<file path="src/design/rx_block_reassembly_assert.svh">
// Assertion macros for the receive reassembly controller.
// Used by rx_block_reassembly; expects clk_i and rst_ni in scope.
`ifndef RX_BLOCK_REASSEMBLY_ASSERT_SVH
`define RX_BLOCK_REASSEMBLY_ASSERT_SVH

// Consequent holds in the same cycle as the antecedent.
`define RXBR_ASSERT_SAME(lbl, ante, cons, msg) \
  lbl: assert property (@(posedge clk_i) disable iff (!rst_ni) (ante) |-> (cons)) \
    else $error(msg);

// Consequent holds in the cycle after the antecedent.
`define RXBR_ASSERT_NEXT(lbl, ante, cons, msg) \
  lbl: assert property (@(posedge clk_i) disable iff (!rst_ni) (ante) |=> (cons)) \
    else $error(msg);

`endif

</file>
<file path="src/design/rxbr_pkg.sv">
// Shared types and constants for the receive reassembly controller.
// No dependencies.
package rxbr_pkg;

  localparam int STACK_DEPTH = 16;
  localparam int ID_BITS     = 8;
  localparam int CNT_W       = $clog2(STACK_DEPTH + 1);
  localparam logic [CNT_W-1:0] DEPTH_CNT = CNT_W'(STACK_DEPTH);

  localparam logic [2:0] REASON_FCS_OK   = 3'd0;
  localparam logic [2:0] REASON_FCS_BAD  = 3'd1;
  localparam logic [2:0] REASON_ODD_NYB  = 3'd2;
  localparam logic [2:0] REASON_OVERRUN  = 3'd4;
  localparam logic [2:0] REASON_FRAMING  = 3'd5;

  localparam logic ACTION_STATUS  = 1'b0;
  localparam logic ACTION_ADD_BUF = 1'b1;

  localparam logic [15:0] THRESHOLD_RESET = 16'd64;

  typedef struct packed {
    logic [ID_BITS-1:0] id;
    logic [15:0]        bytes;
  } entry_t;

  typedef struct packed {
    logic push;
    logic pop;
  } cell_ctrl_t;

endpackage

</file>
<file path="src/design/rx_block_reassembly.sv">
// Receive reassembly controller: one transaction accepted per cycle when the output can move.
// A registered result appears on the master side in the cycle after its input is accepted.
// Throughput: one transaction per cycle unless the output stalls; the head/packet update is
// registered on accept; the free stack is a row of shifting cells, one shift per push or pop.
// Reset: pool empty, no packet open, start threshold 64, output empty.
// Depends on rxbr_pkg, rxbr_stack_cell and rx_block_reassembly_assert.svh.
`include "rx_block_reassembly_assert.svh"

module rx_block_reassembly (
  input  logic        clk_i,
  input  logic        rst_ni,
  input  logic        cfg_wr_en_i,
  input  logic [15:0] cfg_wr_data_i,
  input  logic        s_axis_tvalid_i,
  output logic        s_axis_tready_o,
  // bytes_so_far[15:0], block_bytes[23:16], end_reason[26:24],
  // new_buffer_id[34:27], new_buffer_bytes[50:35], zero fill
  input  logic [55:0] s_axis_tdata_i,
  // action[0]
  input  logic [0:0]  s_axis_tuser_i,
  output logic        m_axis_tvalid_o,
  input  logic        m_axis_tready_i,
  // copy_block[0], copy_buffer[8:1], copy_offset[24:9], block_words[31:25],
  // deliver[32], deliver_buffer[40:33], deliver_length[56:41],
  // buffer_rejected[57], zero fill
  output logic [63:0] m_axis_tdata_o
);

  localparam int N  = rxbr_pkg::STACK_DEPTH;
  localparam int IB = rxbr_pkg::ID_BITS;

  logic [15:0] so_far, thr_q;
  logic [7:0]  blk;
  logic [2:0]  reason;
  logic        action, accept;
  rxbr_pkg::entry_t new_entry;

  assign so_far          = s_axis_tdata_i[15:0];
  assign blk             = s_axis_tdata_i[23:16];
  assign reason          = s_axis_tdata_i[26:24];
  assign new_entry.id    = IB'(s_axis_tdata_i[34:27]);
  assign new_entry.bytes = s_axis_tdata_i[50:35];
  assign action          = s_axis_tuser_i[0];

  assign s_axis_tready_o = !m_axis_tvalid_o || m_axis_tready_i;
  assign accept          = s_axis_tvalid_i && s_axis_tready_o;

  logic                      head_valid_d, head_valid_q, in_packet_d, in_packet_q;
  rxbr_pkg::entry_t          head_d, head_q;
  logic [rxbr_pkg::CNT_W-1:0] cnt_d, cnt_q;
  logic [16:0]               br_d, br_q;
  rxbr_pkg::cell_ctrl_t      cell_ctrl;
  rxbr_pkg::entry_t          cell_q [N];

  // Free stack: cell 0 is the top.
  for (genvar g = 0; g < N; g++) begin : g_cell
    rxbr_pkg::entry_t push_src, pop_src;
    if (g == 0) begin : g_top
      assign push_src = new_entry;
    end else begin : g_mid
      assign push_src = cell_q[g-1];
    end
    if (g == N - 1) begin : g_bot
      assign pop_src = cell_q[g];
    end else begin : g_up
      assign pop_src = cell_q[g+1];
    end
    rxbr_stack_cell u_cell (
      .clk_i,
      .rst_ni,
      .ctrl_i      (cell_ctrl),
      .push_entry_i(push_src),
      .pop_entry_i (pop_src),
      .entry_o     (cell_q[g])
    );
  end

  logic        copy, dlv, rej, ip, start;
  logic [IB-1:0] cbuf, dbuf;
  logic [15:0] coff, dlen;
  logic [6:0]  words;
  logic [8:0]  words_sum;
  logic [16:0] sum;

  assign words_sum = {1'b0, blk} + 9'd3;
  assign sum       = br_q + {9'd0, blk};

  always_comb begin
    head_valid_d = head_valid_q;
    head_d       = head_q;
    cnt_d        = cnt_q;
    br_d         = br_q;
    in_packet_d  = in_packet_q;
    cell_ctrl    = '0;
    copy = 1'b0; cbuf = '0; coff = '0; words = '0;
    dlv  = 1'b0; dbuf = '0; dlen = '0; rej = 1'b0;
    ip    = in_packet_q && head_valid_q;
    start = so_far <= thr_q;
    if (action == rxbr_pkg::ACTION_ADD_BUF) begin
      if (!head_valid_q) begin
        head_d       = new_entry;
        head_valid_d = 1'b1;
      end else if (cnt_q < rxbr_pkg::DEPTH_CNT) begin
        cell_ctrl.push = accept;
        cnt_d          = cnt_q + 1'b1;
      end else begin
        rej = 1'b1;
      end
    end else begin
      words = words_sum[8:2];
      if (start) begin
        if (ip || head_valid_q) begin
          ip   = 1'b1;
          copy = 1'b1;
          cbuf = head_q.id;
          br_d = {1'b0, so_far};
        end
      end else if (ip) begin
        br_d = sum;
        if (sum > {1'b0, head_q.bytes}) begin
          ip = 1'b0;
        end else begin
          copy = 1'b1;
          cbuf = head_q.id;
          coff = br_q[15:0];
        end
      end
      if (reason == rxbr_pkg::REASON_FCS_OK) begin
        if (ip) begin
          dlv  = 1'b1;
          dbuf = head_q.id;
          dlen = br_d[15:0];
          if (cnt_q != '0) begin
            cell_ctrl.pop = accept;
            cnt_d         = cnt_q - 1'b1;
            head_d        = cell_q[0];
          end else begin
            head_valid_d = 1'b0;
            head_d       = '0;
          end
          ip = 1'b0;
        end
      end else if (reason == rxbr_pkg::REASON_FCS_BAD || reason == rxbr_pkg::REASON_ODD_NYB ||
                   reason == rxbr_pkg::REASON_OVERRUN || reason == rxbr_pkg::REASON_FRAMING) begin
        ip = 1'b0;
      end
      in_packet_d = ip;
    end
  end

  logic        out_valid_q;
  logic [63:0] out_data_d, out_data_q;

  assign out_data_d = {6'd0, rej, dlen, 8'(dbuf), dlv, words, coff, 8'(cbuf), copy};

  always_ff @(posedge clk_i or negedge rst_ni) begin
    if (!rst_ni) begin
      thr_q        <= rxbr_pkg::THRESHOLD_RESET;
      head_valid_q <= 1'b0;
      head_q       <= '0;
      cnt_q        <= '0;
      in_packet_q  <= 1'b0;
      br_q         <= '0;
      out_valid_q  <= 1'b0;
    end else begin
      if (cfg_wr_en_i) begin
        thr_q <= cfg_wr_data_i;
      end
      if (accept) begin
        head_valid_q <= head_valid_d;
        head_q       <= head_d;
        cnt_q        <= cnt_d;
        in_packet_q  <= in_packet_d;
        br_q         <= br_d;
        out_valid_q  <= 1'b1;
      end else if (m_axis_tready_i) begin
        out_valid_q <= 1'b0;
      end
    end
  end

  always_ff @(posedge clk_i) begin
    if (accept) begin
      out_data_q <= out_data_d;
    end
  end

  assign m_axis_tvalid_o = out_valid_q;
  assign m_axis_tdata_o  = out_data_q;

  `RXBR_ASSERT_SAME(a_cnt_range, 1'b1, cnt_q <= rxbr_pkg::DEPTH_CNT, "free count above depth")
  `RXBR_ASSERT_SAME(a_stack_head, cnt_q != '0, head_valid_q, "stacked buffers without head")
  `RXBR_ASSERT_SAME(a_pkt_head, in_packet_q, head_valid_q, "packet open without head buffer")
  `RXBR_ASSERT_NEXT(a_out_load, accept, m_axis_tvalid_o, "accepted transaction lost")

endmodule

</file>
<file path="src/design/rxbr_stack_cell.sv">
// One cell of the free-buffer stack: holds one entry, shifts down on push, up on pop.
// Depends on rxbr_pkg.
module rxbr_stack_cell (
  input  logic                clk_i,
  input  logic                rst_ni,
  input  rxbr_pkg::cell_ctrl_t ctrl_i,
  input  rxbr_pkg::entry_t    push_entry_i,
  input  rxbr_pkg::entry_t    pop_entry_i,
  output rxbr_pkg::entry_t    entry_o
);

  rxbr_pkg::entry_t entry_d, entry_q;

  always_comb begin
    entry_d = entry_q;
    if (ctrl_i.push) begin
      entry_d = push_entry_i;
    end else if (ctrl_i.pop) begin
      entry_d = pop_entry_i;
    end
  end

  always_ff @(posedge clk_i or negedge rst_ni) begin
    if (!rst_ni) begin
      entry_q <= '0;
    end else begin
      entry_q <= entry_d;
    end
  end

  assign entry_o = entry_q;

endmodule

</file>
<file path="config.mk">
export PLATFORM = sky130hd
export DESIGN_NAME = rx_block_reassembly
export DESIGN_NICKNAME = d
export VERILOG_FILES = /design/src/design/rxbr_pkg.sv /design/src/design/rx_block_reassembly.sv /design/src/design/rxbr_stack_cell.sv
export VERILOG_INCLUDE_DIRS = /design/src /design/src/design
export SDC_FILE = /design/constraint.sdc
export NUM_CORES = 1
export LEC_CHECK = 0
export BUFFER_PORTS_ARGS = -buffer_cell sky130_fd_sc_hd__buf_2
export CAP_MARGIN = 20
export CORE_MARGIN = 4
export CORE_UTILIZATION = 52
export CTS_BUF_LIST = sky130_fd_sc_hd__clkbuf_16
export DETAILED_ROUTE_END_ITERATION = 6
export PLACE_DENSITY = 0.74
export SETUP_SLACK_MARGIN = 0.15
export SYNTH_ARGS = -nofsm -noshare
export SYNTH_HDL_FRONTEND = slang
export SYNTH_SLANG_ARGS = --single-unit
</file>
<file path="constraint.sdc">
create_clock -name clk_i -period 5.8 [get_ports clk_i]
set_input_delay 1.16 -clock clk_i [delete_from_list [all_inputs] [get_ports clk_i]]
set_output_delay 1.16 -clock clk_i [all_outputs]
set_load 0.01 [all_outputs]
</file>
==> key figures, run 1 <==
Routing
  • Final WL: 49850 um
  • Initial DRC count: 1697
  • Routed Antenna Nets: 0
  • Vias: 18814
  • WL per Instance: 14.76 um
  • Drt pass-1 iters: 7
  • DRC viols: 0
  • Vias per inst: 5.571

Critical path
  • R2R depth: 18
  • Critical Path RT: 6.31 ns
  • R2R setup slack: 0.80 ns
  • FF-to-FF Start: br_q[0]
  • Crit Path Max Fanout: 6
  • Reg2reg end: cnt_q[2]
  • Setup CP Type: input port to flop
  • CP endpoint kind: flop
  • Startpoint Class: input port
  • Worst EP arrival: 5.80 ns

Finish
  • Multi-input logic area: 9748 um2
  • Most common cell after layout, fill and taps aside: nand2_1
  • Sequential Area: 12980 um2
  • Fraction of layout cells with a size suffix above 1: 11.31%
  • Filler cells: 3801
  • Nets: 2860
  • Commonest cells after routing, fill and taps aside: nand2_1 (773), dfrtp_1 (448), nor2_1 (414), a31oi_1 (353), buf_2 (131)
  • Synth-to-layout area growth: 11.68%

Synth
  • Number of enable flip-flop cells after synthesis: 58
  • Post-Synthesis Cell Area: 23950 um2
  • Yosys top cell by area: dfrtp_1
  • Yosys top cell area share: 46.82%
  • Ys flop type: dfrtp_1
  • Post-Syn Area per Cell: 8.932 um2
  • Netlist cell types: 68
  • Post-synth ARST share: 88.56%
  • Area contributors post-synth: dfrtp_1 (47%), nand2_1 (12%), a31oi_1 (9.2%), edfxtp_1 (7.3%), nor2_1 (6.5%)
  • Sequential cell area fraction in the yosys report: 54.20%
  • Register bit total from synthesis: 507
  • Yosys Warn Count: 0
  • Synthesized instance count: 2681

Floorplanning
  • FP Rows: 78
  • Die width: 222.6 um
  • Initial Util: 52.65%
  • # IOs: 144
  • Core area: 45480 um2
  • Die H: 222.6 um
  • DIE AREA: 49550 um2

STA
  • Fin. max-slew vios: 0
  • TNS Setup: 0 ns
  • Unrepaired setup endpoints after global routing: false
  • Endpoints failing setup: 0
  • Final min period: 5.286 ns
  • Setup ws final: 0.5135 ns
  • Worst-Margin Slew: 0.8959 ns
  • Final hold violation count: 0
  • Final Skew: 0.01630 ns
  • Final Cycle Share: 91.15%
  • Worst rel slew slack: 40.21%
  • Max Clock Freq: 189.2 MHz

Clock network
  • Reg clk slew, reported paths: 0.06 ns
  • Cts repair resizes: 0
  • CTS Root Cell: clkbuf_16
  • CTS Buf Count: 52
  • CTS H-tree lvls: 2
  • Clk_lat worst skew: 0.59 ns
  • CTS Hold Buffers Added: 0
  • CTS max path bufs: 3
  • CTS sink cnt: 507
  • CTS tree: done
  • Postcts setup bufs: 0

GRT
  • Initial antenna violation count: 3
  • Largest net degree at the start of global routing: 166
  • Total Routing Usage GR: 19.68%
  • GRT overflow: 0
  • First-pass GRT wire length: 84910 um
  • Vias in the first global route: 17565

Power
  • Sw Ratio: 33.39%
  • Pwr dens: 459.2 nW/um2
  • Leak Pwr: 11.92 nW
  • Peak supply drop: 0.0003328 V
  • Seq pwr share: 49.6%
  • Switching power: 4.100 mW
  • Logic pwr share: 24.5%
  • Internal power of the cells: 8.180 mW
  • Clock share of power: 25.9%

Place
  • Place WS: 0.04949 ns
  • GPL Wtd Cong: 0.8500
  • Post-DP HPWL: 31830 um
  • IO buf count: 132

Min path
  • Worst Hold End: g_cell[15].u_cell.entry_o[15]
  • Worst hold path depth: 1
  • Hold Path Class: flop to flop
  • Hold Startpoint: g_cell[15].u_cell.entry_o[15]

Run status
  • Status: complete, no violations

Flow run
  • Max Cap Viol: 0
metal layers:
layer | vias to the layer above | GRT usage, % | part of all wire [%]
li1 | 9207 | - | -
met3 | 90 | 3.144 | 5.2
met5 | - | 0 | 0.040
met4 | 4 | 5.747 | 2.3
met1 | 9060 | 28.63 | 46
met2 | 453 | 30.89 | 47
Yosys cell counts, types with 4 or more instances:
master and n:
nand2_1 773, dfrtp_1 448, nor2_1 414, a31oi_1 353
clkbuf_1 105, edfxtp_1 58, a21oi_1 53, inv_1 49
ha_1 44, buf_2 39, o21ai_0 36, and3_1 29
buf_6 26, mux2_2 26, nor3_1 24, mux2i_1 23
and2_1 19, buf_4 14, o22ai_1 11, a31oi_2 10
buf_1 10, xnor2_1 10, xor2_1 10, nand3_1 9
nand4_1 7, a21o_1 6, o211ai_1 6, nand2b_1 5
a32o_1 4, o21a_1 4
flip-flops by register name, indices dropped and copies added (netlist names):
signal	count
g_cell.u_cell.entry_o	384
m_axis_tdata_o	58
head_q	24
br_q	17
thr_q	16
cnt_q	5
head_valid_q	1
in_packet_q	1
m_axis_tvalid_o	1
kinds of logic after synthesis:
logic type               after synthesis  synth area share, %
XOR/XNOR                              20               0.7315
multiplexers                          49                2.184
adder cells (fa/ha/maj)               46                2.466
buffers and inverters                246                5.236
AND/OR/NAND/NOR                     1292                21.19
flip-flops                           507                54.20
AO/OA/AOI/OAI                        520                13.97
other                                  1              0.01566
power by group through the flow:
| stage | Sequential, mW | Combinational [mW] | Clock, mW |
|---|---|---|---|
| after global routing | 6.29 | 3.46 | 3.40 |
| after global placement | 6.04 | 2.83 | 0 |
| after floorplan | 5.84 | 2.36 | 0 |
| after detailed placement | 6.13 | 3.01 | 0 |
| after CTS | 6.08 | 3.04 | 3.25 |
| final | 6.09 | 3.01 | 3.18 |
worst max path at each step:
stage	from	end	slack, ns	cells after the start
finish	s_axis_tdata_i[16]	cnt_q[2]	0.51	19
global route	s_axis_tdata_i[16]	cnt_q[2]	0.18	19
CTS	s_axis_tdata_i[16]	cnt_q[2]	0.65	18
detailed placement	s_axis_tdata_i[16]	cnt_q[2]	0.05	18
global placement	s_axis_tdata_i[16]	cnt_q[2]	0.15	18
floorplan	s_axis_tdata_i[16]	head_q[0]	0.69	17
area by class of cell:
| type | count | share of cell area, % |
|---|---|---|
| diodes | 1 | 0.009358 |
| clock buffers | 54 | 5.053 |
| clock inverters | 40 | 0.9732 |
| inverters | 49 | 0.6878 |
| multi-input cells | 1933 | 36.45 |
| flip-flops and latches | 507 | 48.53 |
| well taps | 600 | 2.807 |
| repair buffers | 193 | 5.484 |
metrics by stage:
| stage | power, mW | instances | utilization (%) | hold WS, ns | cell area [um2] |
|---|---|---|---|---|---|
| after global placement | 8.870 | 3282 | 55.25 | 0.4767 | 25130 |
| after detailed placement | 9.146 | 3282 | 55.25 | 0.4921 | 25130 |
| after global routing | 13.14 | 3376 | 58.80 | 0.5177 | 26740 |
| after floorplan | 8.200 | 2686 | - | 0.4631 | 23960 |
| after CTS | 12.37 | 3376 | 58.80 | 0.5060 | 26740 |
| final | 12.28 | 3377 | 58.80 | 0.5029 | 26740 |
worst max-delay path: stages:
cell,delay [ns]
buf_2,0.12
ha_1,0.22
fa_1,0.42
a211o_1,0.32
a21oi_2,0.19
o21bai_1,0.08
a21o_1,0.26
nand3_1,0.13
xor2_1,0.26
inv_1,0.08
ha_1,0.30
nand4_1,0.13
o2111ai_1,0.14
a221oi_1,0.30
a2bb2oi_1,0.14
a311oi_2,0.52
nor2_1,0.20
o21ai_0,0.56
a32o_1,0.28
No activity file was read; power rests on OpenSTA's default activity.
==> inputs of run 2 (changes only) <==
RECOVER_POWER = 50   (was default)
==> key figures, run 2 (same netlist as run 1, synthesis figures left out) <==
Run status
  • Status: complete, but fails checks
  • Failing checks: max-capacitance violations, max-slew violations

Critical path
  • Crit Path Max Fanout: 6 (unchanged)
  • Crit path launch: s_axis_tdata_i[16]
  • Critical path, cell by cell: buf_2, ha_1, fa_1, a211o_1, a21oi_2, o21bai_1, a21o_1, and3_1, xor2_1, ha_1, nand4_1, o2111ai_1, a221oi_1, a2bb2oi_1, a311oi_2, nor2_1, o21ai_0, a32o_1
  • Startpoint Class: input port
  • CP endpoint kind: flop
  • Setup CP Type: input port to flop
  • R2R setup slack: 0.86 ns (+0.06 ns)
  • FF-to-FF Start: br_q[0]
  • Max incr delay on CP: 0.53 ns (-0.03 ns)
  • Slowest CP cell: o21ai_0
  • Critical Path RT: 6.31 ns (about the same)
  • Worst EP arrival: 5.74 ns (-0.06 ns)
  • Most used cell, CP: ha_1

Clock network
  • CTS sink cnt: 507 (unchanged)
  • Clk_lat worst skew: 0.59 ns (about the same)
  • CTS max path bufs: 3 (unchanged)
  • CTS H-tree lvls: 2 (unchanged)
  • Cts repair resizes: 0 (unchanged)
  • Postcts setup bufs: 0 (unchanged)
  • CTS Root Cell: clkbuf_16
  • Reg clk slew, reported paths: 0.05 ns (about the same)
  • CTS tree: done
  • CTS Buf Count: 52 (unchanged)
  • CTS Hold Buffers Added: 0 (unchanged)

STA
  • Worst-Margin Slew: 4.547 ns (+3.651 ns)
  • Endpoints failing setup: 0 (unchanged)
  • Worst rel slew slack: -203.1% (-240 points)
  • Max Clock Freq: 191.4 MHz (+1.2%)
  • Final hold violation count: 0 (unchanged)
  • Final Skew: 0.01544 ns (-0.0008597 ns)
  • TNS Setup: 0 ns (unchanged)
  • Final Cycle Share: 90.09% (-1.1 points)
  • Unrepaired setup endpoints after global routing: false
  • Final min period: 5.225 ns (-0.06145 ns)
  • Fin. max-slew vios: 186 (+186)

GRT
  • Total Routing Usage GR: 19.68% (unchanged)
  • Initial antenna violation count: 3 (unchanged)
  • Vias in the first global route: 17565 (unchanged)
  • First-pass GRT wire length: 84910 um (unchanged)
  • GRT overflow: 0 (unchanged)
  • Largest net degree at the start of global routing: 166 (unchanged)

Routing
  • Initial DRC count: 1735 (+2.2%)
  • Routed Antenna Nets: 0 (unchanged)
  • Vias: 18754 (-0.32%)
  • Drt pass-1 iters: 5 (-2)
  • Vias per inst: 5.553 (-0.32%)
  • WL per Instance: 14.77 um (about the same)
  • Final WL: 49860 um (about the same)
  • DRC viols: 0 (unchanged)

Floorplanning
  • DIE AREA: 49550 um2 (unchanged)
  • Die H: 222.6 um (unchanged)
  • Core area: 45480 um2 (unchanged)
  • Die width: 222.6 um (unchanged)
  • # IOs: 144 (unchanged)
  • Initial Util: 52.65% (unchanged)
  • FP Rows: 78 (unchanged)

Finish
  • Fraction of layout cells with a size suffix above 1: 10.91% (-0.40 points)
  • Final Util: 58.74% (-0.061 points)
  • Filler cells: 3809 (+0.21%)
  • Multi-input logic area: 9748 um2 (unchanged)
  • Synth-to-layout area growth: 11.56%
  • Commonest cells after routing, fill and taps aside: nand2_1 (773), dfrtp_1 (448), nor2_1 (414), a31oi_1 (353), buf_2 (124)
  • Most common cell after layout, fill and taps aside: nand2_1
  • Max reg flops: 384 (unchanged)
  • Nets: 2860 (unchanged)
  • Sequential Area: 12980 um2 (unchanged)

Power
  • Pwr dens: 459.5 nW/um2 (about the same)
  • Peak supply drop: 0.0003343 V (+0.46%)
  • Switching power: 4.095 mW (-0.12%)
  • Sw Ratio: 33.36% (about the same)
  • Leak Pwr: 11.89 nW (-0.27%)
  • Clock share of power: 25.9% (about the same)
  • Internal power of the cells: 8.181 mW (about the same)
  • Seq pwr share: 49.7% (about the same)
  • Logic pwr share: 24.5% (about the same)

Place
  • Post-DP HPWL: 31830 um (unchanged)
  • IO buf count: 132 (unchanged)
  • GPL Wtd Cong: 0.8500 (unchanged)

Min path
  • Hold Startpoint: g_cell[15].u_cell.entry_o[15]
  • Hold Path Class: flop to flop

Flow run
  • Max Cap Viol: 3 (+3)
[run 2: cell types whose count changed in the layout (fill, tap and decap cells not counted), sizes merged]
cell    delta
buf       -10
clkbuf    +10
[run 2: stage by stage]
step	std cells	cell area [um2]	power, mW	setup WS [ns]	hold slack, ns
after floorplan	2686	23960	8.200	0.6853	0.4631
after global placement	3282	25130	8.870	0.1478	0.4767
after global routing	3376	26710	13.15	0.1119	0.5177
after detailed placement	3282	25130	9.146	0.04949	0.4921
final	3377	26710	12.28	0.5750	0.5048
after CTS	3376	26740	12.37	0.6450	0.5060
[run 2: routing by layer]
metal | vias to the layer above | global-route usage, % | wire (um)
li1 | 9205 | - | -
met1 | 9028 | 28.63 | 22920
met2 | 431 | 30.89 | 23210
met3 | 86 | 3.144 | 2556
met4 | 4 | 5.747 | 1162
met5 | - | 0 | 20
[run 2: power by group through the flow]
stage	Clock [mW]	Combinational, mW	Sequential, mW
final	3.18	3.00	6.09
after global routing	3.40	3.46	6.29
after CTS	3.25	3.04	6.08
after detailed placement	0	3.01	6.13
after global placement	0	2.83	6.04
after floorplan	0	2.36	5.84
[run 2: worst paths after layout]
| kind | end | cells after the start |
|---|---|---|
| min reg2reg | g_cell[15].u_cell.entry_o[15] | 1 |
| max | cnt_q[2] | 18 |
| max reg2reg | cnt_q[2] | 17 |
| max in group asynchronous | g_cell[10].u_cell.entry_o[21] | 2 |
| min | g_cell[15].u_cell.entry_o[15] | 1 |
| min in group asynchronous | g_cell[10].u_cell.entry_o[15] | 1 |
[run 2: layout make-up]
type                            instances  share of cell area [%]
Antenna cell                            1                0.009367
Clock buffer                           54                   5.058
Clock inverter                         40                  0.9742
Inverter                               49                  0.6885
Multi-Input combinational cell       1933                   36.49
Sequential cell                       507                   48.58
Tap cell                              600                   2.810
Timing Repair Buffer                  193                   5.386
[run 2: worst max-delay path: cells and delay by family]
| family | cells | cell delay [ns] |
|---|---|---|
| AOI/OAI and AO/OA | 10 | 2.74 |
| xor gates and xnor gates | 1 | 0.16 |
| adders and majority gates | 3 | 0.95 |
| buffers and inverters | 1 | 0.12 |
| and+or+nand+nor | 3 | 0.60 |
==> inputs of run 3 (changes only) <==
REMOVE_ABC_BUFFERS = 1   (was default)
==> key figures, run 3 (same netlist as run 1, synthesis figures left out) <==
Clock network
  • Clk_lat worst skew: 0.56 ns (-0.03 ns)
  • CTS sink cnt: 507 (unchanged)
  • CTS tree: done
  • Cts repair resizes: 0 (unchanged)
  • CTS max path bufs: 3 (unchanged)
  • CTS Hold Buffers Added: 0 (unchanged)
  • Reg clk slew, reported paths: 0.06 ns (about the same)
  • CTS Buf Count: 52 (unchanged)
  • CTS Root Cell: clkbuf_16
  • CTS H-tree lvls: 2 (unchanged)
  • Postcts setup bufs: 0 (unchanged)

Critical path
  • Startpoint Class: input port
  • Setup CP Type: input port to flop
  • R2R setup slack: 0.87 ns (about the same)
  • Buf+Inv Stages, Crit Path: 2 (+1)
  • Max incr delay on CP: 0.49 ns (-0.04 ns)
  • Crit path max-delay family: compound AO/OA/AOI/OAI gates
  • Critical Path RT: 6.24 ns (-0.07 ns)
  • Crit Path Max Fanout: 7 (+1)
  • CP endpoint kind: flop
  • Worst EP arrival: 5.68 ns (-0.06 ns)
  • Slowest CP cell: a311oi_2
  • Critical path, cell by cell: clkbuf_1, ha_1, a21o_1, a21oi_1, o21ai_0, o311a_1, o21a_1, and3_1, xor2_1, ha_1, nand4_1, nor3_1, a21oi_1, a2bb2oi_1, a311oi_2, nor2_1, or2_2, o32ai_1, buf_4

Power
  • Pwr dens: 460.0 nW/um2 (+0.11%)
  • Leak Pwr: 11.70 nW (-1.6%)
  • Peak supply drop: 0.0001977 V (-41%)

Place
  • GPL Wtd Cong: 0.8387 (-1.3%)
  • DP Area: 25020 um2 (-0.45%)
  • Post-DP HPWL: 32470 um (+2.0%)
  • Place WS: 0.08602 ns (+0.03653 ns)
  • IO buf count: 132 (unchanged)

Finish
  • Nets: 2855 (-0.17%)
  • Commonest cells after routing, fill and taps aside: nand2_1 (773), dfrtp_1 (448), nor2_1 (414), a31oi_1 (353), buf_2 (88)
  • Max reg flops: 384 (unchanged)
  • Filler cells: 3860 (+1.3%)
  • Most common cell after layout, fill and taps aside: nand2_1
  • Final Cell Area: 26500 um2 (-0.81%)
  • Fraction of layout cells with a size suffix above 1: 9.560% (-1.4 points)
  • Synth-to-layout area growth: 10.66%

Routing
  • Vias: 18753 (-0.0053%)
  • DRC viols: 0 (unchanged)
  • Routed Antenna Nets: 0 (unchanged)
  • Final WL: 51070 um (+2.4%)
  • Drt pass-1 iters: 7 (+2)
  • WL per Instance: 15.14 um (+2.5%)
  • Vias per inst: 5.560 (+0.11%)
  • Initial DRC count: 1711 (-1.4%)

Floorplanning
  • # IOs: 144 (unchanged)
  • Die H: 222.6 um (unchanged)
  • Initial Util: 52.65% (unchanged)
  • Die width: 222.6 um (unchanged)
  • FP Rows: 78 (unchanged)
  • Core area: 45480 um2 (unchanged)
  • DIE AREA: 49550 um2 (unchanged)

GRT
  • GRT overflow: 0 (unchanged)
  • First-pass GRT wire length: 86550 um (+1.9%)
  • Vias in the first global route: 17626 (+0.35%)
  • Initial antenna violation count: 1 (-2)
  • Total Routing Usage GR: 20.24% (+0.56 points)
  • Largest net degree at the start of global routing: 156 (-6.0%)

STA
  • Final hold violation count: 0 (unchanged)
  • Fin. max-slew vios: 252 (+35%)
  • Final Skew: 0.02014 ns (+0.004698 ns)
  • Endpoints failing setup: 0 (unchanged)
  • Worst-Margin Slew: 2.625 ns (-1.922 ns)
  • Worst rel slew slack: -74.98% (+130 points)
  • Final min period: 5.240 ns (+0.01515 ns)
  • Max Clock Freq: 190.8 MHz (-0.29%)
  • Setup ws final: 0.5598 ns (-0.01515 ns)
  • Final Cycle Share: 90.35% (+0.26 points)
  • Unrepaired setup endpoints after global routing: false

Min path
  • Hold Path Class: flop to flop

Flow run
  • Max Cap Viol: 3 (unchanged)

Run status
  • Failing checks: max-capacitance violations, max-slew violations
  • Status: complete, but fails checks
[run 3: changes by cell type in the layout (fill, tap and decap cells not counted), sizes merged]
cell | before | now
buf | 183 | 139
clkbuf | 64 | 102
clkinv | 20 | 25
inv | 64 | 61
bufinv | 3 | 2
clkinvlp | 2 | 3
[run 3: worst reg2reg max path: stages, from the launching register on]
cell       delay (ns)
dfrtp_1          0.45
ha_1             0.30
a21o_1           0.15
a21oi_1          0.21
o21ai_0          0.21
o311a_1          0.40
o21a_1           0.27
and3_1           0.24
xor2_1           0.17
ha_1             0.29
nand4_1          0.13
nor3_1           0.30
a21oi_1          0.11
a2bb2oi_1        0.16
a311oi_2         0.49
nor2_1           0.15
or2_2            0.32
o32ai_1          0.31
buf_4            0.16
[run 3: cell type report]
cell class | count | area, um2 | area share (%)
Antenna cell | 1 | 2.502 | 0.009444
Clock buffer | 53 | 1326 | 5.005
Clock inverter | 42 | 245.2 | 0.9255
Inverter | 49 | 183.9 | 0.6941
Multi-Input combinational cell | 1933 | 9748 | 36.79
Sequential cell | 507 | 12980 | 48.98
Tap cell | 600 | 750.7 | 2.833
Timing Repair Buffer | 188 | 1262 | 4.764
[run 3: path summary, 6_finish.rpt]
kind,start,end,cells past startpoint
setup / recovery,s_axis_tdata_i[17],m_axis_tdata_o[50],19
hold / removal,thr_q[6],thr_q[6],2
setup reg to reg,br_q[1],m_axis_tdata_o[50],18
hold reg to reg,thr_q[6],thr_q[6],2
max in group asynchronous,rst_ni,g_cell[6].u_cell.entry_o[23],2
min in group asynchronous,rst_ni,g_cell[14].u_cell.entry_o[11],1
[run 3: where the power goes]
part	internal [mW]	switching, mW
combinational	1.33	1.68
sequential	5.02	1.05
clock	1.74	1.37
[run 3: routing by layer]
metal	GRT usage (%)	vias to the layer above	part of all wire (%)
li1	-	9169	-
met1	29.00	9027	45
met2	32.32	460	47
met3	3.171	97	5.1
met4	5.926	0	2.7
met5	0	-	0
[run 3: per-stage QoR]
stage | hold slack [ns] | total power, mW | instances | utilization [%] | setup TNS [ns]
after detailed placement | 0.4941 | 9.142 | 3277 | 55.00 | 0
final | 0.5029 | 12.19 | 3373 | 58.26 | 0
after CTS | 0.5059 | 12.29 | 3372 | 58.46 | 0
after global placement | 0.4813 | 8.846 | 3277 | 55.00 | 0
after floorplan | 0.4631 | 8.394 | 2489 | - | -4258.01
after global routing | 0.5194 | 13.09 | 3373 | 58.26 | 0
